--- src/rtl/fefg_pkg.sv ---
`timescale 1ns / 1ps
// ----------------------------------------------------------------------------
// Fire effect package
// Shared widths, reset values and the raster flag bundle of the fire effect.
// ----------------------------------------------------------------------------
package fefg_pkg;

	// Default store geometry.
	localparam int DEF_MAX_WIDTH  = 1024;
	localparam int DEF_MAX_HEIGHT = 768;

	// Configuration register widths and reset values.
	localparam int FRAME_WIDTH_W  = 11;
	localparam int FRAME_HEIGHT_W = 10;
	localparam int CFG_DATA_W     = 11;
	localparam logic [FRAME_WIDTH_W-1:0]  RESET_WIDTH  = 11'd800;
	localparam logic [FRAME_HEIGHT_W-1:0] RESET_HEIGHT = 10'd600;

	// Configuration register indexes.
	localparam logic REG_FRAME_WIDTH  = 1'b0;
	localparam logic REG_FRAME_HEIGHT = 1'b1;

	// Smallest usable width or height.
	localparam int MIN_DIM = 4;

	// Buffer rows at the bottom that take noise instead of the stencil.
	localparam int BOTTOM_ROWS = 3;

	// Heat cell and colour component widths.
	localparam int HEAT_W  = 8;
	localparam int NOISE_W = 4;
	localparam int COLOR_W = 8;

	// Per-pixel raster flags handed from the position counters to the datapath.
	typedef struct packed {
		logic bottom;   // pixel lies in one of the bottom buffer rows
		logic eof;      // last pixel of the frame
	} pos_flags_t;

endpackage

--- src/rtl/fefg_raster.sv ---
`timescale 1ns / 1ps
// ----------------------------------------------------------------------------
// Fire effect raster position
// Column and row counters, geometry clamping and buffer row generation.
// ----------------------------------------------------------------------------
module fefg_raster #(
	parameter int MAX_WIDTH  = fefg_pkg::DEF_MAX_WIDTH,
	parameter int MAX_HEIGHT = fefg_pkg::DEF_MAX_HEIGHT,
	localparam int CW = $clog2(MAX_WIDTH),
	localparam int RW = $clog2(MAX_HEIGHT),
	localparam int WW = $clog2(MAX_WIDTH + 1)
) (
	input  logic                                clk,
	input  logic                                arst_n,
	input  logic [fefg_pkg::FRAME_WIDTH_W-1:0]  frame_width,
	input  logic [fefg_pkg::FRAME_HEIGHT_W-1:0] frame_height,
	input  logic                                advance,
	output logic [WW-1:0]                       width_used,
	output logic [CW-1:0]                       col,
	output logic [RW-1:0]                       buf_row,
	output fefg_pkg::pos_flags_t                flags
);
	import fefg_pkg::*;

	localparam int HW = $clog2(MAX_HEIGHT + 1);

	logic [CW-1:0] column_count_q;
	logic [RW-1:0] row_count_q;
	logic [HW-1:0] height_used;
	logic [CW-1:0] col_last;
	logic [RW-1:0] row_last;
	logic [RW-1:0] row;
	logic          last_col;
	logic          last_row;

	// Out-of-range registers are clamped; the registers keep their bits.
	always_comb begin
		if (32'(frame_width) < 32'(MIN_DIM)) begin
			width_used = WW'(MIN_DIM);
		end else if (32'(frame_width) > 32'(MAX_WIDTH)) begin
			width_used = WW'(MAX_WIDTH);
		end else begin
			width_used = WW'(frame_width);
		end
		if (32'(frame_height) < 32'(MIN_DIM)) begin
			height_used = HW'(MIN_DIM);
		end else if (32'(frame_height) > 32'(MAX_HEIGHT)) begin
			height_used = HW'(MAX_HEIGHT);
		end else begin
			height_used = HW'(frame_height);
		end
	end

	// A counter at or past the last column or row is taken as that last one.
	assign col_last = CW'(width_used - WW'(1));
	assign row_last = RW'(height_used - HW'(1));
	assign col      = (column_count_q < col_last) ? column_count_q : col_last;
	assign row      = (row_count_q < row_last) ? row_count_q : row_last;
	assign last_col = (col == col_last);
	assign last_row = (row == row_last);

	// Display row zero is the top of the screen, buffer row zero the bottom.
	assign buf_row      = row_last - row;
	assign flags.bottom = (buf_row < RW'(BOTTOM_ROWS));
	assign flags.eof    = last_col && last_row;

	always_ff @(posedge clk or negedge arst_n) begin
		if (!arst_n) begin
			column_count_q <= '0;
			row_count_q    <= '0;
		end else if (advance) begin
			if (last_col) begin
				column_count_q <= '0;
				row_count_q    <= last_row ? '0 : row + RW'(1);
			end else begin
				column_count_q <= col + CW'(1);
				row_count_q    <= row;
			end
		end
	end

endmodule

--- config.mk ---
export PLATFORM = sky130hd
export DESIGN_NAME = fefg_raster
export DESIGN_NICKNAME = d
export VERILOG_FILES = /design/src/rtl/fefg_pkg.sv /design/src/rtl/fefg_raster.sv
export SDC_FILE = /design/constraint.sdc
export NUM_CORES = 1
export LEC_CHECK = 0
export ABC_AREA = 1
export BUFFER_PORTS_ARGS = -buffer_cell sky130_fd_sc_hd__buf_2
export CAP_MARGIN = 20
export CORE_MARGIN = 1
export CORE_UTILIZATION = 62
export CTS_CLUSTER_SIZE = 40
export DETAILED_ROUTE_END_ITERATION = 8
export HOLD_SLACK_MARGIN = 0.06
export PLACE_DENSITY = 0.94
export SLEW_MARGIN = 5
export SYNTH_ARGS = -nofsm -noshare
export SYNTH_HDL_FRONTEND = slang
export SYNTH_SLANG_ARGS = --single-unit
export TNS_END_PERCENT = 50
--- constraint.sdc ---
create_clock -name clk -period 13 [get_ports clk]
set_input_delay 3.25 -clock clk [delete_from_list [all_inputs] [get_ports clk]]
set_output_delay 3.25 -clock clk [all_outputs]
set_load 0.01 [all_outputs]
# Word-level counts from Yosys, hierarchy flattened
# Index checks and enable logic that the tools add are counted.
dict set report op_classes {
  n_addsub 5
  mul 0
  n_div 0
  order_cmp 7
  eq_ne 2
  shifts 0
  muxes 9
  bitwise 0
  reduce_logical 1
}
# op n
set ops {}
lappend ops {{two-way mux 10 bit} 7}
lappend ops {{two-way mux 11 bit} 2}
lappend ops {{adder 10 x 1 -> 10 bit (second input constant)} 2}
lappend ops {{equality test 10 bit} 2}
lappend ops {{less-than comparator 10 bit} 2}
lappend ops {{subtractor 10 x 1 -> 10 bit (second input constant)} 2}
lappend ops {{> comparator 11 bit (second input constant)} 1}
lappend ops {{less-than comparator 11 x 3 -> 1 bit (second input constant)} 1}
lappend ops {{> comparator 10 bit (second input constant)} 1}
lappend ops {{less-than comparator 10 x 2 -> 1 bit (second input constant)} 1}
lappend ops {{less-than comparator 10 x 3 -> 1 bit (second input constant)} 1}
lappend ops {{subtractor 10 bit} 1}
lappend ops {{logical AND 1 bit} 1}
dict set report word_totals {
  ff_bits 20
  latchBits 0
  ram_bits 0
  mem_bits_ro 0
  n_memories 0
}

# Logic depth before layout (Yosys ltp)
dict set report logic_depth {
  word_depth 9
  ltp_mapped 38
}

# Worst setup path after synthesis
# No wires, ideal clock.
dict set report synth_path {
  path_type {input -> output}
  start {input port frame_height[3] (netlist bit)}
  end {output port flags[1] (netlist bit)}
  arrival_time_ns 7.201
  required_time_ns 9.750
  slack_ns 2.549
  path_stages 35
  path_buffers 2
  path_cell_list {nor2_2 -> nand2_2 -> o21ai_4 -> nand2_1 -> inv_1 -> nand2_1 -> ha_1 -> nand3_1 -> nor2_1 -> xor2_1 -> ha_1 -> inv_1 -> nor3_1 -> a211oi_1 -> nand2_1 -> a21oi_1 -> nand2_1 -> nand3_1 -> nand2_1 -> nand2_2 -> nand2_2 -> buf_6 -> buf_6 -> o21ai_2 -> inv_1 -> ha_1 -> inv_1 -> o21bai_1 -> a21boi_0 -> nand2_1 -> nand3_1 -> nand2_1 -> nand2_1 -> nand2_1 -> nor2_1}
}
# element line
set synth_lines {}
lappend synth_lines {{start, declared} fefg_raster.sv:16} ;# input logic [fefg_pkg::FRAME_HEIGHT_W-1:0] frame_height,
lappend synth_lines {{end, declared} fefg_raster.sv:21} ;# output fefg_pkg::pos_flags_t flags

==> flow_summary.ini <==
[critical_path]
cp_data_arrival_time_ns = 7.85
critical_path_class = in -> out
crit_top_cell = nand2_1
r2r_cells = 23
critPathMaxFanout = 20
cp.required_ns = 9.75
cp-end-kind = output pin
reg2reg_to = row_count_q[6]$_DFFE_PN0P_
slowest_stage = ha_1
r2r-start = row_count_q[3]$_DFFE_PN0P_
rrSetupSlack_ns = 9.02
startpoint_type = input pin
slowest_delay_ns = 0.35

[cts]
ctsLongestPathBuffers = 2
clockRootBuffer = clkbuf_8
clkSinkCount = 20
cts_tree = yes
cts_resized = 0
cts_setup_buffers = 0
insertion_delay_ns = 0.27
clkTransAtPathRegs_ns = 0.09
holdBufCountCts = 0
cts_buffers = 3
htreeDepth = 1

[floorplan]
core_area_sq_um = 4850
io_pins = 57
die-width_um = 73.9
die_h_um = 73.9
placementRows = 25
start_util_pct = 66.1
die_area_sq_um = 5460

[sta]
tns_ns = 0
slew_headroom_pct = 67.4
hold_viol = 0
fin_crit_ns = 11.10
min_period_over_period_pct = 85.4
rsz0062_at_grt = false
fmax_mhz = 90.1
setup_violations = 0
maxSlewViolCount = 0
worst_pin_slew_ns = 0.485
skew_ns = 0.00708

[grt]
gr-usage-all-layers_pct = 33.3
grt_max_degree = 21
grt_pass1_wl_mm = 14.3
gr-total-overflow = 0
antenna_found_initial = 0
grt_pass1_vias = 3444

[power]
clock_power_share_pct = 8.0
p_per_area_nw_per_um2 = 225
finalPower_uw = 806
leakage_uw = 0.00211
p_sw_uw = 454
switching_share_pct = 56.3
comb_power_share_pct = 77.9
ir_drop_mv = 0.149
internal_power_uw = 353
seqPwrFrac_pct = 14.0

[place]
hpwl_mm = 7.05
placedCellCount = 653
place.gp.congestion = 0.970
io_buffers = 56

[synth]
synthMuxAreaShare_pct = 0
synth_compound_area_share_pct = 15.2
yosysSeqAreaShare_pct = 15.6
yosys_register_bits = 20
async_reset_ff_share_pct = 100
ys.flop_type = dfrtp_1
syn_nets = 587
ys_types = 43
synth_warnings = 0
synth_enable_flop_cells = 0
synth-simple-area-share_pct = 39.2
syn_area_sq_um = 3200
synth_top_family_by_area = simple AND/OR/NAND/NOR gates
yosys.area_share.adder_pct = 9.77
synthXorXnorAreaFrac_pct = 5.39
synthCells = 538
synth.avg_cell_area_sq_um = 5.95

[flow_run]
maxCapViolations = 0

[worst_hold_path]
min_path_cells = 2
worstHoldEndpoint = row_count_q[9]$_DFFE_PN0P_
holdCritStartpoint = row_count_q[9]$_DFFE_PN0P_
hp-class = reg -> reg

[detailed_routing]
vias = 3654
detail_route.iter0.violations = 294
drt-total-wl_mm = 8.57
dr.pass1.iters = 5
wl_per_cell_um = 13.0
postRouteAntennaNets = 0
drc = 0
post_drt_via_cell_ratio = 5.56

[finish]
diodes = 0
area_growth_syn_to_layout_pct = 11.8
fin_cells = 657
nets = 640
layout-drive-gt1-share_pct = 19.0

[outcome]
outcome = complete, no violations
[synthesized netlist by cell type, types with 11 or more instances]
cell / instances / share of area, %
nand2_1: 147 / 17
inv_1: 98 / 11
nor2_1: 42 / 4.9
nand3_1: 39 / 6.1
ha_1: 25 / 9.8
dfrtp_1: 20 / 16
a21oi_1: 18 / 2.8
o21ai_0: 17 / 2.7
nand2_2: 12 / 2.3
xor2_1: 12 / 3.3
inv_2: 11 / 1.3
nand4_1: 11 / 2.1
o21ai_1: 11 / 1.7
o22ai_1: 11 / 2.1
[through the flow]
step | instance area, sq um | hold slack [ns] | setup slack, ns | util, %
after detailed placement | 3510 | 0.510 | 1.99 | 72.4
after global routing | 3580 | 0.569 | 1.37 | 73.9
after floorplan | 3200 | 0.477 | 2.55 | -
after global placement | 3510 | 0.509 | 2.27 | 72.4
final | 3580 | 0.529 | 1.90 | 73.9
after CTS | 3580 | 0.531 | 1.98 | 73.9
[routing by layer]
metal  vias up  part of all wire [%]  wire [um]  global-route usage, %
met5         -                     0          0                      0
met2       155                    48       4120                   59.1
li1       1812                     -          -                      -
met1      1675                    43       3720                   42.3
met4         0                  0.76         65                   7.91
met3        12                   7.8        668                   4.94
[power by group through the flow]
| stage | Clock, uW | Combinational (uW) | Sequential (uW) |
|---|---|---|---|
| 2_1_floorplan | 0 | 473 | 106 |
| 3_3_place_gp | 0 | 587 | 112 |
| 3_5_place_dp | 0 | 614 | 114 |
| 4_1_cts | 64.3 | 620 | 113 |
| 5_1_grt | 67.0 | 709 | 116 |
| 6_report | 64.6 | 628 | 113 |
[area by class of cell]
class	count	area, sq um
clock buffer	3	41.3
sequential	20	500
inverter	111	418
tap	67	83.8
timing repair buffer	56	280
fill	403	1270
multi-input combinational	399	2230
clock inverter	1	30.0
[flip-flops by register name (all words and copies together) (netlist names)]
register	cells
row_count_q	10
column_count_q	10
[logic make-up after synthesis]
kind of cell | Yosys count
AND/OR/NAND/NOR | 278
XOR/XNOR | 18
adder cells (fa/ha/maj) | 25
buffers and inverters | 119
AO/OA/AOI/OAI | 78
flip-flops | 20
[cell usage in the layout (no fill, tap or decap), types with 2 or more instances in the layout]
cell,n
nand2_1,147
inv_1,98
buf_2,56
nor2_1,42
nand3_1,39
ha_1,25
dfrtp_1,20
a21oi_1,18
o21ai_0,17
nand2_2,12
xor2_1,12
inv_2,11
nand4_1,11
o21ai_1,11
o22ai_1,11
nor2_2,8
nor3_1,6
o21ai_2,5
xnor2_1,4
nand3_2,3
a21boi_0,3
clkbuf_8,3
or2_1,2
nor3_2,2
nand2_4,2
o41ai_1,2
o21ai_4,2
xor2_2,2
nor2_4,2
o32ai_1,2
[worst max-delay path by stage]
| stage | start | endpoint | slack, ns | depth (start not counted) |
|---|---|---|---|---|
| finish | frame_height[6] | flags[1] | 1.90 | 34 |
| CTS | frame_height[6] | flags[1] | 1.98 | 34 |
| global route | frame_height[6] | flags[1] | 1.37 | 34 |
| floorplan | frame_height[3] | flags[1] | 2.55 | 35 |
| global placement | frame_height[3] | flags[1] | 2.27 | 35 |
| detailed placement | frame_height[6] | flags[1] | 1.99 | 34 |
[critical path, delay by kind of cell]
kind,cells,cell delay (ns)
compound gates,6,1.22
xor+xnor,1,0.20
fa+ha+maj,3,0.83
buf+inv,5,0.53
simple gates,19,1.83
No activity file was read; power rests on OpenSTA's default activity.
