--- src/rtl/fefg_pkg.sv ---
`timescale 1ns / 1ps
// ----------------------------------------------------------------------------
// Fire effect package
// Shared widths, reset values and the raster flag bundle of the fire effect.
// ----------------------------------------------------------------------------
package fefg_pkg;

	// Default store geometry.
	localparam int DEF_MAX_WIDTH  = 1024;
	localparam int DEF_MAX_HEIGHT = 768;

	// Configuration register widths and reset values.
	localparam int FRAME_WIDTH_W  = 11;
	localparam int FRAME_HEIGHT_W = 10;
	localparam int CFG_DATA_W     = 11;
	localparam logic [FRAME_WIDTH_W-1:0]  RESET_WIDTH  = 11'd800;
	localparam logic [FRAME_HEIGHT_W-1:0] RESET_HEIGHT = 10'd600;

	// Configuration register indexes.
	localparam logic REG_FRAME_WIDTH  = 1'b0;
	localparam logic REG_FRAME_HEIGHT = 1'b1;

	// Smallest usable width or height.
	localparam int MIN_DIM = 4;

	// Buffer rows at the bottom that take noise instead of the stencil.
	localparam int BOTTOM_ROWS = 3;

	// Heat cell and colour component widths.
	localparam int HEAT_W  = 8;
	localparam int NOISE_W = 4;
	localparam int COLOR_W = 8;

	// Per-pixel raster flags handed from the position counters to the datapath.
	typedef struct packed {
		logic bottom;   // pixel lies in one of the bottom buffer rows
		logic eof;      // last pixel of the frame
	} pos_flags_t;

endpackage

--- src/rtl/fefg_palette.sv ---
`timescale 1ns / 1ps
// ----------------------------------------------------------------------------
// Fire effect palette and output register
// Maps a heat cell to its colour and holds the result for the output stream.
// ----------------------------------------------------------------------------
module fefg_palette (
	input  logic                        clk,
	input  logic                        arst_n,
	input  logic                        in_valid,
	output logic                        in_ready,
	input  logic [fefg_pkg::HEAT_W-1:0] heat,
	input  logic                        eof,
	output logic                        m_axis_tvalid,
	input  logic                        m_axis_tready,
	output logic [23:0]                 m_axis_tdata,   // red, green, blue
	output logic                        m_axis_tlast    // end_of_frame
);
	import fefg_pkg::*;

	// (255 - 2i) / 3, rounded toward zero, kept to eight bits. The division
	// by three is a multiply by 171 and a shift, exact for magnitudes below 256.
	function automatic logic [COLOR_W-1:0] green_of(input logic [HEAT_W-1:0] i);
		logic [8:0]         mag;
		logic [16:0]        prod;
		logic [COLOR_W-1:0] q;
		if (!i[HEAT_W-1]) begin
			mag = 9'd255 - {i, 1'b0};
		end else begin
			mag = {i, 1'b0} - 9'd255;
		end
		prod = 17'(mag) * 17'd171;
		q    = prod[16:9];
		return i[HEAT_W-1] ? COLOR_W'(-q) : q;
	endfunction

	logic [COLOR_W-1:0] red;
	logic [COLOR_W-1:0] green;
	logic [COLOR_W-1:0] blue;
	logic               tvalid_q;
	logic [23:0]        tdata_q;
	logic               tlast_q;

	assign red   = {heat[5:0], 2'b00};
	assign green = green_of(heat);
	assign blue  = heat + {heat[HEAT_W-2:0], 1'b0};

	assign in_ready = !tvalid_q || m_axis_tready;

	always_ff @(posedge clk or negedge arst_n) begin
		if (!arst_n) begin
			tvalid_q <= 1'b0;
		end else if (in_ready) begin
			tvalid_q <= in_valid;
		end
	end

	always_ff @(posedge clk) begin
		if (in_ready && in_valid) begin
			tdata_q <= {blue, green, red};
			tlast_q <= eof;
		end
	end

	assign m_axis_tvalid = tvalid_q;
	assign m_axis_tdata  = tdata_q;
	assign m_axis_tlast  = tlast_q;

endmodule
--- config.mk ---
export PLATFORM = sky130hd
export DESIGN_NAME = fefg_palette
export DESIGN_NICKNAME = d
export VERILOG_FILES = /design/src/rtl/fefg_pkg.sv /design/src/rtl/fefg_palette.sv
export SDC_FILE = /design/constraint.sdc
export NUM_CORES = 1
export LEC_CHECK = 0
export ABC_AREA = 1
export BUFFER_PORTS_ARGS = -buffer_cell sky130_fd_sc_hd__buf_2
export CORE_ASPECT_RATIO = 1.1
export CORE_UTILIZATION = 40
export CTS_CLUSTER_DIAMETER = 80
export DETAILED_ROUTE_END_ITERATION = 10
export GPL_TIMING_DRIVEN = 0
export MAX_ROUTING_LAYER = met4
export PLACE_DENSITY = 0.61
export SLEW_MARGIN = 20
export SYNTH_ARGS = -nofsm -noshare
export SYNTH_HDL_FRONTEND = slang
export SYNTH_SLANG_ARGS = --single-unit
export TNS_END_PERCENT = 5
--- constraint.sdc ---
create_clock -name clk -period 2.1 [get_ports clk]
set_input_delay 0.525 -clock clk [delete_from_list [all_inputs] [get_ports clk]]
set_output_delay 0.525 -clock clk [all_outputs]
set_load 0.05 [all_outputs]
# == Word-level counts from Yosys, hierarchy flattened ==
# Cells that the tools add are included.
# totals
ff_bits,24
latchBits,0
mem_bits_rw,0
rom_bits,0
input_bits,13
output_inout_bits,27
wordCells,13
memories,0
# classes
add_sub_neg,4
n_mul,1
n_div,0
n_lt_le_gt_ge,0
eq_ne,0
n_shift,0
n_mux,2
n_bitwise,0
n_reduce_logical,3
# op_table
op,count
$mul A9 B8 Y17 const B,1
$mux W9,1
$sub A8 B9 Y9 const A,1
$sub A9 B8 Y9 const B,1
$add A8 B8 Y8,1
$mux W8,1
$neg A8 Y8,1
$logic_and A1 B1 Y1,1
$logic_not A1 Y1,1
$logic_or A1 B1 Y1,1

# == Logic depth before layout (Yosys ltp) ==
# Gate-level depths: netlist of the first run.
# depth
depth_word,5
mapped_depth,30
mapped_depth_nobuf,29

# == Worst setup path after synthesis of the first run ==
# Ideal clock, no wire load.
# synth_path
kind,input to register
startpoint,input port heat[7] (netlist bit)
endpoint,"register tdata_q[14], in the netlist m_axis_tdata[14] (data pin)"
setup_ns,0.249
arrival_time_ns,4.035
required_time_ns,1.851
slack_ns,-2.184
path_stages,22
n_path_buf,1
cell_sequence,buf_6 > xnor2_1 > nand2_1 > nand2_1 > xor2_1 > ha_1 > inv_1 > fa_1 > inv_1 > fa_1 > ha_1 > a21oi_1 > a21oi_1 > nor2_1 > nand2_1 > or2_1 > nand2_1 > inv_1 > o21ai_1 > nand3_1 > nand2_1 > inv_1
# synth_via
elab_chain_len,5
word_cells_on_any_way,6
classes_between,add/sub: 3; mul: 1; mux: 2
# synth_lines
item,line_no,text
from (decl),fefg_palette.sv:11,"input logic [fefg_pkg::HEAT_W-1:0] heat,"
$sub A8 B9 Y9 / $sub A9 B8 Y9 (equally long branches),"fefg_palette.sv:27, fefg_palette.sv:29",
$mux W9,fefg_palette.sv:26,if (!i[HEAT_W-1]) begin
$mul A9 B8 Y17,fefg_palette.sv:31,prod = 17'(mag) * 17'd171;
$neg A8 Y8,fefg_palette.sv:33,return i[HEAT_W-1] ? COLOR_W'(-q) : q;
$mux W8 *,fefg_palette.sv:33,
net green[6],fefg_palette.sv:37,logic [COLOR_W-1:0] green;
to (signal assigned),fefg_palette.sv:59,"tdata_q <= {blue, green, red};"
to (decl),fefg_palette.sv:40,logic [23:0] tdata_q;
# The timed path passes the listed nets; every way through them passes the cells marked *.
# A chain may end at the register's enable or synchronous reset.

# == Worst setup path after layout of the first run ==
# Ends and elaborated chain as after synthesis.

==> impl_metrics.env, run 1 <==
export IMPL_status="finished, violations left"
export IMPL_violations="negative setup slack"
export IMPL_fin_nets=433
export IMPL_crit_top_cell="nand2_4"
export IMPL_synthArstFlopShare_pct=4.348
export IMPL_synth_mux_area_share_pct=0
export IMPL_grt_overflow=0
export IMPL_synthTopCellsByArea="edfxtp_1 (25%), ha_1 (19%), inv_1 (9.4%)"
export IMPL_ir_drop_uv=733.2
export IMPL_critPathArrivalTime_ns=3.99
export IMPL_startpoint_type="input port"
export IMPL_clock_sinks=23
export IMPL_core_sq_um=6231
export IMPL_synth_most_common_cell="inv_1"
export IMPL_placed_cells=429
export IMPL_synth_seq_area_share_pct=26.37
export IMPL_postSynthCellCount=312
export IMPL_yosys_warnings=0
export IMPL_ff_latch_area_sq_um=685.7
export IMPL_initial_core_util_pct=41.73
export IMPL_cts_tree="yes"
export IMPL_clk_latency_ns=0.26
export IMPL_cp_required_ns=2.14
export IMPL_synth_compound_area_share_pct=4.620
export IMPL_leakage_nw=1.735
export IMPL_die_w_um=78.87
export IMPL_post_route_cells_drive_above_1_share_pct=35.60
export IMPL_hold_slack_ns=0.01293
export IMPL_grt_max_degree=23
export IMPL_relSlewSlack_pct=52.25
export IMPL_fin_setup_tns_ns=-13.61
export IMPL_first_pass_iters=4
export IMPL_skew_ns=0.003795
export IMPL_drt_wl_total_um=5058
export IMPL_clock_path_buffers=2
export IMPL_rsz0062_at_grt="true"
export IMPL_cp_max_fo=8
export IMPL_hp_class="in -> async"
export IMPL_ant_nets=0
export IMPL_crit_buf_inv=7
export IMPL_drv_cap=0
export IMPL_synth_area_sq_um=2600
export IMPL_syn2layout_area_growth_pct=27.53
export IMPL_clk_pin_slew_ns=0.08
export IMPL_synth_xor_area_share_pct=6.064
export IMPL_worstSetupEndpointType="flop"
export IMPL_port_buffers=36
export IMPL_yosys_area_share_adder_pct=28.01
export IMPL_drcViolationCount=0
export IMPL_fin_crit_sh_pct=188.5
export IMPL_postSynthAreaPerCell_sq_um=8.333
export IMPL_period_needed_ns=3.958
export IMPL_worstSetupPathType="in -> reg"
export IMPL_final_util_pct=53.21
export IMPL_synth_top_family_by_area="adder cells"
export IMPL_synth_top_area_share_pct=25.41
export IMPL_synth_ff_type="edfxtp_1"
export IMPL_antenna_cells=0
export IMPL_grt_pass1_vias=1991
export IMPL_power_density_nw_per_um2=1254
export IMPL_nFillCells=602
export IMPL_ios=40
export IMPL_wire_per_inst_um=11.29
export IMPL_synthDistinctLibCells=30
export IMPL_grtUsageTotal_pct=16.01
export IMPL_grt_pass1_wl_um=8459
export IMPL_finalSetupViolCount=8
export IMPL_synth_top_area_cell="edfxtp_1"
export IMPL_instances_no_fill=448
export IMPL_tightest_slew_ns=0.7147
export IMPL_synth_enable_flop_cells=22
export IMPL_dp_slack_ns=-2.317
export IMPL_cts_made_buffers=3
export IMPL_slew_viol_final=0
export IMPL_hold_viol_final=0
export IMPL_antenna_found_initial=0
export IMPL_max_freq_mhz=252.6
export IMPL_setup_ws_ns=-1.858
export IMPL_slowest_delay_ns=0.55
export IMPL_chipHeight_um=86.56
export IMPL_rows=30
export IMPL_die_area_sq_um=6827
export IMPL_avgViaCountPerCell=4.667
export IMPL_gp_congestion=0.8157
export IMPL_ys_ff_latch=23
export IMPL_first_iter_violations=62
export IMPL_post_dp_hpwl_um=4032
export IMPL_synth_commonest_cells="inv_1 (65), nand2_1 (56), ha_1 (39)"
export IMPL_synth_simple_gate_area_share_pct=23.53
export IMPL_root_buffer="clkbuf_8"
export IMPL_cpMaxStageDelayCell="fa_1"
export IMPL_vias=2091
export IMPL_multi_input_area_sq_um=1857
export IMPL_htreeDepth=1
export IMPL_cp_top_family="adder cells"
==> logic make-up (layout without fill, tap and decap cells) <==
kind of cell	after synthesis	in the layout
AO/OA/AOI/OAI	23	23
XOR/XNOR	18	18
adder cells (fa/ha/maj)	51	51
buffers and inverters	72	127
flip-flops	23	23
other	1	2
AND/OR/NAND/NOR	124	124
==> final timing paths <==
check | startpoint | to | slack (ns) | depth (start not counted)
max | heat[7] | m_axis_tdata[14] | -1.86 | 25
min | arst_n | m_axis_tvalid | 0.01 | 1
max reg2reg | m_axis_tvalid | m_axis_tdata[17] | 0.71 | 1
min reg2reg | m_axis_tvalid | m_axis_tvalid | 0.57 | 2
max in group asynchronous | arst_n | m_axis_tvalid | 2.01 | 1
min in group clk | eof | m_axis_tlast | 0.43 | 1
==> state kept, by name (all words and copies together) (netlist names) <==
register,count
m_axis_tvalid,1
m_axis_tdata,21
m_axis_tlast,1
==> power breakdown <==
group | internal (W) | leakage [nW] | switching (W)
registers | 0.000665 | 0.220 | 0.0000174
clock network | 0.000135 | 0.0228 | 0.000141
logic | 0.00121 | 1.49 | 0.00199
total | 0.00201 | 1.73 | 0.00215
==> per-stage QoR <==
step | total power [W] | cell area [sq um]
2_1_floorplan | 0.002911 | 2696
3_3_place_gp | 0.003337 | 2977
3_5_place_dp | 0.003379 | 2988
4_1_cts | 0.003869 | 3137
5_1_grt | 0.004536 | 3316
6_report | 0.004158 | 3316
==> cell usage in the layout (no fill, tap or decap), types with 12 or more instances in the layout <==
cell type	instances
xor2_1	12
buf_4	18
nand3_1	12
nand2_1	39
buf_2	34
nand2_2	24
ha_1	35
nand2_4	12
edfxtp_1	22
nor2_1	20
inv_1	56
==> final cells by class <==
| cell class | instances | share of cell area, % |
|---|---|---|
| plain buffers | 5 | 1.509 |
| clock buffers | 4 | 1.358 |
| inverters | 67 | 7.962 |
| multi-input cells | 218 | 56.00 |
| flip-flops and latches | 23 | 20.68 |
| well taps | 80 | 3.019 |
| repair buffers | 51 | 9.472 |
==> layer usage <==
| metal | up-vias | track usage, % | routed length (um) |
|---|---|---|---|
| met5 | - | - | 0 |
| met2 | 36 | 27.27 | 2413 |
| met1 | 953 | 19.46 | 2360 |
| li1 | 1091 | - | - |
| met4 | 0 | 7.273 | 170 |
| met3 | 11 | 1.053 | 114 |
==> timing repair <==
action                     in CTS  in global routing
pin swaps                      15                 27
setup endpoints to repair       8                  8
hold buffers                    0                  0
hold endpoints to repair        0                  0
buffers inserted                7                  8
gates resized for setup        14                 35
Power figures use the tool's default switching activity.
==> run 2: changes to the inputs <==
CELL_PAD_IN_SITES_DETAIL_PLACEMENT = 1   (was default)
CELL_PAD_IN_SITES_GLOBAL_PLACEMENT = 2   (was default)
CORE_UTILIZATION = 34   (was 40)
PLACE_DENSITY = 0.81   (was 0.61)
clock period = 4.4 ns   (was 2.1 ns; I/O delays follow)
==> run 2 against run 1 <==
Compared with the run above: the run still ends with negative setup slack left; routed wire length up 20%; first-iteration DRC count down 18%; largest power group unchanged; cell count up 3.6%; global-route usage up 0.61 points; final area up 2.3%; core utilization down 7.6 points; clock power down 52%; combinational power down 49%; die area up 17%.
==> impl_metrics.env, run 2 (synthesis gave the netlist of run 1 again) <==
export IMPL_initial_core_util_pct=34.98
export IMPL_root_buffer="clkbuf_8"
export IMPL_gp_congestion=0.7591
export IMPL_rr_endpoint="m_axis_tdata[16]"
export IMPL_setup_ws_ns=-0.1667
export IMPL_hp_class="reg -> reg"
export IMPL_ff_latch_area_sq_um=685.7
export IMPL_hold_slack_ns=0.5591
export IMPL_final_util_pct=45.66
export IMPL_drcViolationCount=0
export IMPL_rr_worst_depth=2
export IMPL_grtUsageTotal_pct=16.62
export IMPL_ant_nets=0
export IMPL_period_needed_ns=4.567
export IMPL_avgViaCountPerCell=4.722
export IMPL_p_total_w=0.002090
export IMPL_cp_required_ns=4.44
export IMPL_rows=33
export IMPL_ios=40
export IMPL_htreeDepth=1
export IMPL_port_buffers=36
export IMPL_grt_pass1_wl_um=10260
export IMPL_fin_nets=442
export IMPL_wire_per_inst_um=13.03
export IMPL_startpoint_type="input port"
export IMPL_ctsHoldBuffers=0
export IMPL_instances_no_fill=464
export IMPL_fin_crit_sh_pct=103.8
export IMPL_die_area_sq_um=8001
export IMPL_post_dp_hpwl_um=4919
export IMPL_core_sq_um=7432
export IMPL_vias=2191
export IMPL_power_density_nw_per_um2=616.0
export IMPL_violations="negative setup slack"
export IMPL_crit_reg2reg_launch="m_axis_tvalid"
export IMPL_clock_sinks=23
export IMPL_slew_viol_final=0
export IMPL_clock_path_buffers=2
export IMPL_grt_pass1_vias=2321
export IMPL_die_w_um=85.38
export IMPL_drv_cap=0
export IMPL_layout_commonest_cell="inv_1"
export IMPL_rsz0062_at_grt="true"
export IMPL_worstSetupPathType="in -> reg"
export IMPL_cts_made_buffers=3
export IMPL_critPathArrivalTime_ns=4.61
export IMPL_grt_overflow=0
export IMPL_dp_slack_ns=-0.6464
export IMPL_status="finished, violations left"
export IMPL_drt_wl_total_um=6045
export IMPL_skew_ns=0.007386
export IMPL_ir_drop_uv=228.6
export IMPL_grt_max_degree=14
export IMPL_clk_pin_slew_ns=0.09
export IMPL_worstSetupEndpointType="flop"
export IMPL_antenna_cells=0
export IMPL_post_route_cells_drive_above_1_share_pct=37.93
export IMPL_antenna_found_initial=0
export IMPL_hold_start="m_axis_tvalid"
export IMPL_leakage_nw=1.772
export IMPL_relSlewSlack_pct=56.08
export IMPL_largest_reg_flops=21
export IMPL_finalSetupViolCount=6
export IMPL_cts_tree="yes"
export IMPL_hold_viol_final=0
export IMPL_placed_cells=437
export IMPL_tightest_slew_ns=0.6566
export IMPL_nFillCells=881
export IMPL_first_iter_violations=51
export IMPL_chipHeight_um=93.72
export IMPL_clk_latency_ns=0.27
export IMPL_r2r_slack_ns=2.95
export IMPL_crit_end="m_axis_tdata[14]"
export IMPL_layout_common_cells="inv_1 (54), nand2_1 (40), ha_1 (34), buf_2 (34), buf_4 (25)"
export IMPL_multi_input_area_sq_um=1841
export IMPL_cp_max_fo=6
export IMPL_first_pass_iters=4
export IMPL_max_freq_mhz=219.0
export IMPL_syn2layout_area_growth_pct=30.51
export IMPL_cp_startpoint="heat[2]"
==> run 2: cell count changes in the layout (fill, tap and decap cells not counted), sizes merged <==
| cell | change |
|---|---|
| buf | +9 |
| clkinv | +2 |
| inv | -1 |
| clkbuf | -1 |
==> run 2: critical path, cell delays in order <==
cell     delay, ns
buf_12        0.12
xnor2_4       0.15
buf_6         0.13
nand2_4       0.06
nand2_2       0.06
xor2_1        0.15
ha_1          0.30
inv_2         0.04
fa_1          0.55
inv_2         0.05
fa_2          0.55
ha_4          0.22
nand2_4       0.07
inv_4         0.04
nand2_4       0.06
a21oi_2       0.05
nor2_2        0.11
nand2_2       0.08
or2_1         0.24
nand2_2       0.12
inv_2         0.05
o21ai_2       0.12
nand3_1       0.08
nand2_1       0.06
inv_1         0.04
==> run 2: layer usage <==
| metal | up-vias | track usage, % | wire [um] |
|---|---|---|---|
| met4 | 0 | 5.000 | 97 |
| met2 | 27 | 31.25 | 3161 |
| met5 | - | - | 0 |
| met3 | 6 | 0.5272 | 92 |
| li1 | 1105 | - | - |
| met1 | 1053 | 19.31 | 2694 |
==> run 2: repair_timing <==
item                                    CTS  global route
endpoints found under the hold margin     0             0
pin swaps                                16            32
resized for setup                        19            34
endpoints found under the setup margin    7             7
setup buffers                             9            14
==> run 2: where the power goes <==
part / internal [W] / switching [W] / total, W
clock network: 0.0000633 / 0.0000705 / 0.000134
logic: 0.000632 / 0.000998 / 0.00163
registers: 0.000317 / 0.00000941 / 0.000327
==> run 2: metrics by stage <==
step / setup TNS (ns) / cell area [sq um]
3_3_place_gp: -3.795 / 2985
2_1_floorplan: -1.104 / 2696
4_1_cts: -0.6874 / 3176
5_1_grt: -1.996 / 3393
3_5_place_dp: -4.032 / 3004
6_report: -0.7117 / 3393
==> run 2: final cells by class <==
cell class | instances | area share, %
Tap cell | 87 | 3.208
Timing Repair Buffer | 60 | 11.58
Clock inverter | 1 | 0.1475
Buffer | 5 | 1.475
Sequential cell | 23 | 20.21
Clock buffer | 3 | 1.217
Multi-Input combinational cell | 218 | 54.24
Inverter | 67 | 7.928
==> run 2: how the worst min path moves through the flow <==
stage / slack (ns) / endpoint / depth (start not counted)
2_1_floorplan: 0.80 / m_axis_tvalid / 0
3_3_place_gp: 0.49 / m_axis_tvalid / 2
3_5_place_dp: 0.54 / m_axis_tvalid / 2
4_1_cts: 0.56 / m_axis_tvalid / 2
5_1_grt: 0.58 / m_axis_tvalid / 1
6_report: 0.56 / m_axis_tvalid / 2
==> run 3: changes to the inputs <==
BUFFER_PORTS_ARGS = default   (was -buffer_cell sky130_fd_sc_hd__buf_2)
CORE_UTILIZATION = 38   (was 34)
DONT_BUFFER_PORTS = 1   (was default)
SKIP_CTS_REPAIR_TIMING = 1   (was default)
==> run 3 against run 2 <==
Compared with the run above: the flow still finishes with violations (negative setup slack); highest routed layer unchanged; sequential cell count unchanged; core utilization up 0.43 points; via count down 9.5%; clock skew down 0.0056 ns; clock power down 3%; worst hold slack worse by 0.039 ns; fmax down 1.6%; critical path type unchanged; critical endpoint is now m_axis_tdata[15]; final area down 10%; critical path depth unchanged.
==> impl_metrics.env, run 3 (synthesis gave the netlist of run 1 again) <==
export IMPL_slew_viol_final=0
export IMPL_skew_ns=0.001770
export IMPL_status="finished, violations left"
export IMPL_max_freq_mhz=215.4
export IMPL_clk_pin_slew_ns=0.08
export IMPL_hold_viol_final=0
export IMPL_tightest_slew_ns=0.6820
export IMPL_port_buffers=0
export IMPL_worstSetupPathType="in -> reg"
export IMPL_fin_setup_tns_ns=-1.069
export IMPL_syn2layout_area_growth_pct=16.89
export IMPL_post_dp_hpwl_um=4923
export IMPL_gp_congestion=0.7937
export IMPL_cts_tree="yes"
export IMPL_setup_ws_ns=-0.2432
export IMPL_layout_common_cells="inv_1 (58), nand2_1 (41), ha_1 (35), nand2_2 (23), edfxtp_1 (22)"
export IMPL_grt_overflow=0
export IMPL_core_sq_um=6594
export IMPL_fin_crit_sh_pct=105.5
export IMPL_htreeDepth=1
export IMPL_violations="negative setup slack"
export IMPL_grt_max_degree=15
export IMPL_ant_nets=0
export IMPL_cp_max_fo=8
export IMPL_grtUsageMet3_pct=2.165
export IMPL_avgViaCountPerCell=4.860
export IMPL_placed_cells=396
export IMPL_crit_top_cell="nand2_2"
export IMPL_leakage_nw=1.547
export IMPL_finalSetupViolCount=7
export IMPL_drcViolationCount=0
export IMPL_chipHeight_um=88.76
export IMPL_hp_class="in -> async"
export IMPL_grtUsageMet1_pct=21.70
export IMPL_power_density_nw_per_um2=633.6
export IMPL_slowest_delay_ns=0.59
export IMPL_instances_no_fill=408
export IMPL_grt_util_met2_pct=31.70
export IMPL_drt_wl_total_um=5720
export IMPL_critPathArrivalTime_ns=4.68
export IMPL_fin_nets=391
export IMPL_wire_per_inst_um=14.02
export IMPL_relSlewSlack_pct=54.38
export IMPL_crit_buf_inv=6
export IMPL_hold_slack_ns=0.5200
export IMPL_initial_core_util_pct=39.43
export IMPL_drv_cap=0
export IMPL_cpMaxStageDelayCell="fa_1"
export IMPL_die_w_um=80.87
export IMPL_ios=40
export IMPL_ir_drop_uv=309.7
export IMPL_antenna_cells=0
export IMPL_largest_reg_flops=21
export IMPL_rows=31
export IMPL_grt_pass1_vias=2051
export IMPL_worstSetupEndpointType="flop"
export IMPL_grt_pass1_wl_um=9522
export IMPL_period_needed_ns=4.643
export IMPL_cp_top_family="adder cells"
export IMPL_vias=1983
export IMPL_rsz0062_at_grt="true"
export IMPL_layout_commonest_cell="inv_1"
export IMPL_cts_made_buffers=3
export IMPL_grtUsageTotal_pct=17.96
export IMPL_startpoint_type="input port"
export IMPL_grt_busiest_layer="met2"
export IMPL_clk_latency_ns=0.27
export IMPL_die_area_sq_um=7177
export IMPL_clock_path_buffers=2
export IMPL_root_buffer="clkbuf_8"
export IMPL_cp_required_ns=4.43
export IMPL_first_iter_violations=32
export IMPL_first_pass_iters=4
export IMPL_post_route_cells_drive_above_1_share_pct=25.77
export IMPL_clock_sinks=23
export IMPL_antenna_found_initial=0
==> run 3: changes by cell type in the layout (fill, tap and decap cells not counted), moves of 2 or more <==
cell	change
buf_4	-15
buf_2	-34
inv_2	-3
nand3_1	-2
nor2_1	+2
nand3_2	+3
inv_1	+4
==> run 3: worst reg2reg max path, delay by kind of cell, from the launching register on <==
kind | cells | cell delay (ns)
AO/OA/AOI/OAI | 1 | 0.55
buffers and inverters | 1 | 0.24
flip-flops | 1 | 0.59
==> run 3: final timing paths <==
| kind | start | to | slack (ns) | cells past startpoint |
|---|---|---|---|---|
| min | arst_n | m_axis_tvalid | 0.52 | 0 |
| min in group clk | heat[1] | m_axis_tdata[3] | 0.92 | 0 |
| max reg2reg | m_axis_tvalid | m_axis_tdata[3] | 2.74 | 2 |
| max in group asynchronous | arst_n | m_axis_tvalid | 3.81 | 0 |
| min reg2reg | m_axis_tvalid | m_axis_tdata[12] | 1.14 | 1 |
| max | heat[7] | m_axis_tdata[15] | -0.24 | 25 |
==> run 3: report_power, final <==
group | switching, W | leakage [nW] | internal (W)
clock | 0.0000657 | 0.0228 | 0.0000647
sequential | 0.000162 | 0.220 | 0.000322
combinational | 0.000792 | 1.30 | 0.000519
total | 0.00102 | 1.55 | 0.000906
==> run 3: layout make-up <==
cell class	instances	area [sq um]
flip-flops and latches	23	685.7
well taps	82	102.6
inverters	67	261.5
fillers	809	3555
multi-input cells	218	1815
plain buffers	5	50.05
repair buffers	9	78.83
clock buffers	4	45.04
==> run 3: metrics by stage <==
step | power (W) | util, % | area [sq um] | worst slack (ns)
global route | 0.002123 | 46.09 | 3039 | -0.4335
finish | 0.001926 | 46.09 | 3039 | -0.2432
floorplan | 0.001389 | - | 2696 | -0.2064
global placement | 0.001591 | 42.45 | 2799 | -0.5284
detailed placement | 0.001631 | 42.73 | 2818 | -0.5617
CTS | 0.001769 | 43.42 | 2863 | -0.2928
==> run 3: routing by layer <==
| metal | up-vias | share of wire [%] |
|---|---|---|
| met5 | - | 0 |
| met4 | 0 | 1.0 |
| met3 | 7 | 1.7 |
| met2 | 29 | 51 |
| met1 | 943 | 46 |
| li1 | 1004 | - |
